`config.mk`:
```
export PLATFORM = sky130hd
export DESIGN_NAME = absrc_back
export DESIGN_NICKNAME = d
export VERILOG_FILES = /design/src/rtl/absrc_pkg.sv /design/src/rtl/absrc_back.sv
export SDC_FILE = /design/constraint.sdc
export NUM_CORES = 1
export LEC_CHECK = 0
export ABC_AREA = 1
export BUFFER_PORTS_ARGS = -buffer_cell sky130_fd_sc_hd__buf_2
export CORE_UTILIZATION = 45
export DETAILED_ROUTE_END_ITERATION = 10
export PLACE_DENSITY = 0.69
export SETUP_SLACK_MARGIN = 0.1
export SLEW_MARGIN = 15
export SYNTH_ARGS = -nofsm -noshare
export SYNTH_HDL_FRONTEND = slang
export SYNTH_SLANG_ARGS = --single-unit
```
`constraint.sdc`:
```
create_clock -name clock -period 7.4 [get_ports clock]
set_input_delay 0 -clock clock [delete_from_list [all_inputs] [get_ports clock]]
set_output_delay 0 -clock clock [all_outputs]
set_load 0.1 [all_outputs]
```
`src/rtl/absrc_pkg.sv`:
```
// Shared types and constants of the A/B snapshot record checker.
// Used by absrc_front, absrc_queue, absrc_back and the top level.
`timescale 1ns / 1ps

package absrc_pkg;

   localparam int COUNT_W             = 13;
   localparam int HEADER_BYTES        = 16;
   localparam int MAX_PAYLOAD_DEFAULT = 4096;
   localparam int QUEUE_DEPTH         = 2;
   localparam int REQ_DATA_W          = 8;
   localparam int REQ_USER_W          = 2;
   localparam int RSP_DATA_W          = 72;

   localparam logic [COUNT_W-1:0] COUNT_MAX = {COUNT_W{1'b1}};
   localparam logic [31:0]        CRC_POLY  = 32'hedb88320;
   localparam logic [31:0]        CRC_INIT  = 32'hffffffff;

   // Magic "I3TX" in stream order, first byte at index 0.
   localparam logic [3:0][7:0] MAGIC = {8'h58, 8'h54, 8'h33, 8'h49};

   localparam logic CMD_RECORD  = 1'b0;
   localparam logic CMD_RESTART = 1'b1;

   // One finished record, or a restart, as handed from front to back.
   typedef struct packed {
      logic               is_restart;
      logic               slot;
      logic               magic_ok;
      logic [COUNT_W-1:0] total;
      logic [31:0]        hdr_gen;
      logic [31:0]        hdr_len;
      logic [31:0]        hdr_crc;
      logic [31:0]        crc;
   } rec_entry_type;

endpackage

```
`src/rtl/absrc_back.sv`:
```
// Back end: judges each record, updates the A/B slot marks and drives the
// result register. Depends on absrc_pkg for the entry type and constants.
`timescale 1ns / 1ps

module absrc_back #(
   parameter int MAX_PAYLOAD = absrc_pkg::MAX_PAYLOAD_DEFAULT
) (
   input  logic                                clock,
   input  logic                                reset,
   input  logic                                q_not_empty,
   input  absrc_pkg::rec_entry_type            q_head,
   output logic                                q_pop,
   output logic                                rsp_tvalid,
   input  logic                                rsp_tready,
   output logic [absrc_pkg::RSP_DATA_W-1:0]    rsp_tdata
);

   localparam int CW = absrc_pkg::COUNT_W;
   localparam logic [CW-1:0] TOTAL_MIN = CW'(absrc_pkg::HEADER_BYTES);
   localparam logic [CW-1:0] TOTAL_MAX = CW'(absrc_pkg::HEADER_BYTES + MAX_PAYLOAD);

   logic        slot_valid_ff [2];
   logic [31:0] slot_gen_ff   [2];
   logic        new_valid     [2];
   logic [31:0] new_gen       [2];

   logic        rsp_valid_ff;
   logic [absrc_pkg::RSP_DATA_W-1:0] rsp_data_ff, rsp_data_in;

   logic [CW-1:0] payload_len;
   logic          rec_valid;
   logic [31:0]   rec_gen;
   logic          any_valid;
   logic          latest_slot;
   logic [31:0]   latest_gen;
   logic          out_free;

   assign out_free    = !rsp_valid_ff || rsp_tready;
   assign q_pop       = q_not_empty && (q_head.is_restart || out_free);
   assign payload_len = q_head.total - TOTAL_MIN;

   always_comb begin
      rec_valid = q_head.magic_ok
               && (q_head.total >= TOTAL_MIN)
               && (q_head.total <= TOTAL_MAX)
               && (q_head.hdr_len == {{(32-CW){1'b0}}, payload_len})
               && (~q_head.crc == q_head.hdr_crc);
      rec_gen = rec_valid ? q_head.hdr_gen : 32'd0;

      new_valid[0] = slot_valid_ff[0];
      new_valid[1] = slot_valid_ff[1];
      new_gen[0]   = slot_gen_ff[0];
      new_gen[1]   = slot_gen_ff[1];
      new_valid[q_head.slot] = rec_valid;
      new_gen[q_head.slot]   = rec_gen;

      any_valid = new_valid[0] || new_valid[1];
      // B wins only when it is strictly newer, or when A is not valid.
      priority if (new_valid[1] && (!new_valid[0] || (new_gen[1] > new_gen[0]))) begin
         latest_slot = 1'b1;
         latest_gen  = new_gen[1];
      end else if (new_valid[0]) begin
         latest_slot = 1'b0;
         latest_gen  = new_gen[0];
      end else begin
         latest_slot = 1'b0;
         latest_gen  = 32'd0;
      end

      rsp_data_in = {5'd0, latest_gen, latest_slot, any_valid, rec_gen, rec_valid};
   end

   always_ff @(posedge clock) begin
      if (reset) begin
         slot_valid_ff[0] <= 1'b0;
         slot_valid_ff[1] <= 1'b0;
         slot_gen_ff[0]   <= '0;
         slot_gen_ff[1]   <= '0;
         rsp_valid_ff     <= 1'b0;
      end else begin
         if (q_pop && q_head.is_restart) begin
            slot_valid_ff[0] <= 1'b0;
            slot_valid_ff[1] <= 1'b0;
            slot_gen_ff[0]   <= '0;
            slot_gen_ff[1]   <= '0;
         end else if (q_pop) begin
            slot_valid_ff[0] <= new_valid[0];
            slot_valid_ff[1] <= new_valid[1];
            slot_gen_ff[0]   <= new_gen[0];
            slot_gen_ff[1]   <= new_gen[1];
         end
         if (q_pop && !q_head.is_restart) begin
            rsp_valid_ff <= 1'b1;
         end else if (rsp_tready) begin
            rsp_valid_ff <= 1'b0;
         end
      end
   end

   always_ff @(posedge clock) begin
      if (q_pop && !q_head.is_restart) begin
         rsp_data_ff <= rsp_data_in;
      end
   end

   assign rsp_tvalid = rsp_valid_ff;
   assign rsp_tdata  = rsp_data_ff;

   a_restart_clears: assert property (@(posedge clock) disable iff (reset)
      (q_pop && q_head.is_restart) |=> !slot_valid_ff[0] && !slot_valid_ff[1])
      else $error("restart did not clear the slot marks");

   a_invalid_slot_zero: assert property (@(posedge clock) disable iff (reset)
      (slot_valid_ff[0] || slot_gen_ff[0] == 32'd0)
      && (slot_valid_ff[1] || slot_gen_ff[1] == 32'd0))
      else $error("invalid slot keeps a nonzero generation");

   a_none_valid_zero: assert property (@(posedge clock) disable iff (reset)
      (rsp_valid_ff && !rsp_data_ff[33]) |-> (rsp_data_ff[66:34] == 33'd0))
      else $error("no valid slot but a latest generation or slot is reported");

endmodule

```
After elaboration in Yosys (flattened, before gate mapping)
Memories as Yosys holds them, arrays and structs flattened.
Index checks and enable logic that the tools add are counted.
- $add $sub $neg: 1
- multipliers: 0
- div/mod/pow operators: 0
- $lt $le $gt $ge: 5
- equal/unequal tests: 2
- shifts and indexed selects: 0
- multiplexer cells: 29
- bitwise logic cells: 10
- reductions and logical operators: 17
- operators with widths (operator ; count):
    32-bit 2-to-1 mux ; 8
    64-bit bitwise mux ; 1
    32-bit demux with 1-bit select ; 1
    32-bit by 13-bit equality test with 1-bit output ; 1
    32-bit equality test ; 1
    32-bit greater-than comparator ; 1
    32-bit NOT ; 1
    1-bit 2-to-1 mux ; 17
    13-bit by 5-bit >= comparator with 1-bit output, second input constant ; 1
    13-bit less-or-equal comparator, second input constant ; 1
    13-bit by 5-bit subtractor with 13-bit output, second input constant ; 1
    1-bit logical AND ; 9
    1-bit OR ; 8
    1-bit logical OR ; 4
    1-bit logical NOT ; 3
    2-bit bitwise mux ; 1
    2-bit >= comparator, second input constant ; 1
    2-bit by 1-bit less-than comparator with 1-bit output, second input constant ; 1
    1-bit NOT with 2-bit output ; 1
    2-bit nonzero test ; 1
    1-bit demux with 1-bit select ; 1
- register bits after elaboration: 68
- bits in latches: 0
- bits in writable memories: 66
- memory bits (read-only): 0
- input port bits: 148
- output and inout port bits: 74
- memories: 2
- memory list (memory ; words ; bits a word ; rd ports ; clocked after memory_dff ; write ports ; line ; text):
    slot_gen_ff ; 2 ; 32 ; 2 ; 0 ; 2 ; absrc_back.sv:23 ; logic [31:0] slot_gen_ff [2];
    slot_valid_ff ; 2 ; 1 ; 2 ; 0 ; 2 ; absrc_back.sv:22 ; logic slot_valid_ff [2];

Longest topological paths before layout
- depth in word-level cells: 11
- depth in mapped cells: 31
- mapped depth without buffers: 29

Least setup slack after synthesis
No wires, ideal clock.
- kind: register -> register
- from: register rsp_valid_ff (netlist: rsp_tvalid)
- to: register rsp_data_ff, in the netlist rsp_tdata[0] (enable)
- arrival time: 3.022 ns
- path slack: 3.957 ns
- stages on the path, launching flop included: 6
- buffers on the path: 0
- period minus slack after synthesis: 3.443 ns
- cell sequence: dfxtp_1 nand2_1 o21ai_0 inv_1 nand2_1 inv_1
- longest elaborated chain between the ends: 5
- RTL lines (what ; line ; text):
    start: declaration ; absrc_back.sv:27 ; logic rsp_valid_ff;
    start signal: assignment ; absrc_back.sv:79 ; rsp_valid_ff <= 1'b0;
    start signal: assignment ; absrc_back.sv:93 ; rsp_valid_ff <= 1'b1;
    start signal: assignment ; absrc_back.sv:95 ; rsp_valid_ff <= 1'b0;
    1-bit logical NOT ; absrc_back.sv:38 ; assign out_free = !rsp_valid_ff || rsp_tready;
    1-bit logical OR ; absrc_back.sv:38 ;
    1-bit logical OR ; absrc_back.sv:39 ; assign q_pop = q_not_empty && (q_head.is_restart || out_free);
    1-bit logical AND ; absrc_back.sv:39 ;
    via q_pop ; absrc_back.sv:12 ; output logic q_pop,
    1-bit logical AND ; absrc_back.sv:101 ; if (q_pop && !q_head.is_restart) begin
    end signal: assignment ; absrc_back.sv:102 ; rsp_data_ff <= rsp_data_in;
    end: declaration ; absrc_back.sv:28 ; logic [absrc_pkg::RSP_DATA_W-1:0] rsp_data_ff, rsp_data_in;
The timed path passes the listed nets, and every way through them passes these cells.
A chain may end at the register's enable or synchronous reset.

==> summary.md <==
| Metric | Value |
|---|---|
| GR peak layer | met2 |
| Slowest cell delay on critical path | roughly 0.77 ns |
| Final net count | 1,569 |
| Post-synthesis cell count | 1,153 |
| Area grow syn2layout | 23.7% |
| H-tree lvl count | 4 |
| Top_reg_cell synth | edfxtp_1 |
| Layout cells sized above 1 | between 20% and 30% |
| Routability Congestion | 0.866 |
| Met3 usage | approximately 4.7% |
| Post-route minimum period | approximately 4.3 ns |
| Critical Path End Type | register |
| Most frequent cells in the layout | nand2_1, buf_2, inv_1, edfxtp_1, nor2_1 |
| Sequential area share after synthesis | between 40% and 50% |
| Clk buf depth | 2 |
| Average size of a mapped cell | between 7 and 8 sq um |
| Gr usage total | a little under a quarter |
| DP HPWL | 14,500 um |
| VDD IR-drop max | around 0.000090 V |
| Post-CTS Setup Bufs | 0 |
| ANT nets after route | 0 |
| Setup TNS | 0 ns |
| Met1 usage | around 27% |
| Critical path arrival | 4.47 ns |
| Die area | between 0.02 and 0.025 sq mm |
| Cell Area, Synth | 0.00884 sq mm |
| Port bufs | approximately 220 |
| Clk_skew | between 0.01 and 0.015 ns |
| Max Fclk | 231 MHz |
| Root buffer cell | clkbuf_16 |
| First-pass GRT wire length | around 36,000 um |
| CTS Sinks | 134 |
| GR Overflow Total | 0 |
| # placed instances | around 1,600 |
| Reg clk slew, reported paths | ~0.05 ns |
| Worst skew pair latency | 0.43 ns |
| I/O pin cnt | 222 |
| Measured slew at the worst slew-check pin | 1.07 ns |
| Initial antenna violation count | 1 |
| Drt total wl | between 20,000 and 25,000 um |
| Register bit total from synthesis | 134 |
| P_leak | between 5 and 6 nW |
| WL per Instance | 13.3 um |
| Final Setup Violations | 0 |
| Met2 usage in global routing | 39.8% |
| Pwr dens | ~190 mW/mm^2 |
| Min-delay worst type | input port to register |
| Crit start category | input port |
| Cell mode on critical path | nand2_1 |
| DR pass1 iterations | 5 |
| Commonest non-fill, non-tap cell in the layout | nand2_1 |
| Max-slew violation count | 0 |
| CP max stage cell | nand3_4 |
| DRC | 0 |
| Drt initial violations | between 500 and 600 |
| Status | finished clean |
| Fillers | roughly 1,800 |
| Finished Layout Cells | around 1,700 |
| Async set-reset flop share out of synthesis | 0% |
| Critical Path RT | roughly 7.5 ns |
| Die height | around 140 um |
| Yosys warning total | 0 |
| Crit path buf inv count | 4 |
| Count of different cell masters after synthesis | 32 |
| # Max-Cap Violations | 0 |
| Final hold vios | 0 |
| Worst Path Max Fanout | 33 |
| Clock buffer count from CTS | 17 |
| CTS tree | done |
| Num rows | 50 |
| Starting density of the core | 46.6% |
| Kind of critical path | input port to register |
| Post-cts resize count | 0 |
| Vias per cell | about 4.8 |
| Tcrit/Tclk final | between 50 and 60% |
| Multi-input gate area | just under 0.004 sq mm |
| Die width | roughly 140 um |
| RSZ-0062 raised after global routing | no |
| Core Footprint | about 0.019 sq mm |
| Total number of vias | approximately 8,000 |
| Register Area | approximately 0.0040 sq mm |
| Pin count of the biggest net entering global routing | 68 |
| EDFF count, synth | about 130 |
| Vias in the first global route | roughly 7,800 |
| Largest delay share family, worst path | simple AND/OR/NAND/NOR gates |
| Slew margin rel. | roughly 29% |
## Yosys cell counts (2+ instances only)
library cell | n | share of area, %
or2_2 | 2 | 0.14
o21a_1 | 4 | 0.34
nor2_2 | 3 | 0.21
nor2_4 | 35 | 4.5
nand2_1 | 415 | 18
nand3_1 | 79 | 4.5
nor3_1 | 3 | 0.17
xor2_1 | 6 | 0.59
buf_6 | 6 | 0.76
nor2_1 | 111 | 4.7
nand4_1 | 4 | 0.28
nand2_2 | 5 | 0.35
a21oi_1 | 83 | 4.7
edfxtp_1 | 133 | 45
clkbuf_1 | 21 | 0.89
buf_1 | 3 | 0.13
inv_1 | 164 | 7.0
inv_2 | 4 | 0.17
buf_4 | 5 | 0.42
buf_2 | 9 | 0.51
o21ai_0 | 9 | 0.51
nand3_2 | 4 | 0.45
xnor2_1 | 3 | 0.30
ha_1 | 34 | 4.8
## layer usage
metal	vias to the layer above	wire (um)
met5	-	0
met4	0	591
met3	42	1320
met2	271	10800
met1	3607	9310
li1	4109	-
## registers in the layout, summed over array words and instances, names as in the netlist
signal and cells:
rsp_tdata 67, rsp_tvalid 1, slot_valid_ff 2, slot_gen_ff 64
## through the flow
step	hold slack [ns]	util (%)	power (mW)	worst slack, ns	area (sq um)
final	0.0723	57.7	2.07	3.07	10900
after global routing	0.101	57.7	2.15	2.62	10900
after CTS	0.0740	57.7	2.08	3.08	10900
after detailed placement	0.325	53.1	1.29	2.65	10100
after global placement	0.308	53.1	1.28	2.72	10100
after floorplan	0.186	-	1.18	3.96	8850
## where the power goes
group          total (mW)  internal [mW]  switching [mW]
Sequential          0.880          0.870         0.00936
Combinational       0.405          0.107           0.298
Clock               0.785          0.486           0.298
Total                2.07           1.46           0.605
## cell type report
class                      instances  area share [%]
antenna                            1          0.0229
timing repair buffer             255            13.3
clock inverter                     7           0.744
multi-input combinational        811            36.3
clock buffer                      23            4.10
tap                              260            2.98
inverter                         168            5.77
sequential                       134            36.7
## cells by family after synthesis
logic type,count (synthesis),share of synthesized area (%)
and+or+nand+nor,664,33.2
xor gates and xnor gates,9,0.892
AOI/OAI and AO/OA,99,5.77
DFF,134,45.4
adders and majority gates,34,4.81
buffers and inverters,212,9.85
other,1,0.0424
## worst reg2reg max path: stages, from the launching register on
cell      delay, ns
edfxtp_1       0.38
nand2_1        0.09
nand2_1        0.09
ha_1           0.31
a21oi_1        0.19
o21ai_0        0.13
or2_2          0.32
o21ai_0        0.14
nand2_1        0.07
nand2_1        0.07
nand3_2        0.08
nand2_2        0.63
inv_1          0.12
## path summary, 6_finish.rpt
check / slack [ns] / startpoint / end / cells past startpoint
max: 3.07 / q_head[133] / rsp_tdata[34]$_DFFE_PP_ / 25
min: 0.07 / q_head[96] / rsp_tdata[1]$_DFFE_PP_ / 3
max reg2reg: 4.50 / slot_gen_ff[0][47]$_SDFFCE_PN0P_ / rsp_tdata[34]$_DFFE_PP_ / 12
min reg2reg: 0.63 / slot_gen_ff[0][46]$_SDFFCE_PN0P_ / slot_gen_ff[0][46]$_SDFFCE_PN0P_ / 2
## repair_timing
item | 4_1_cts | 5_1_grt
endpoints found under the hold margin | 32 | 0
hold buffers | 33 | 0
setup endpoints to repair | 0 | 0
(Power assumes the default switching activity.)
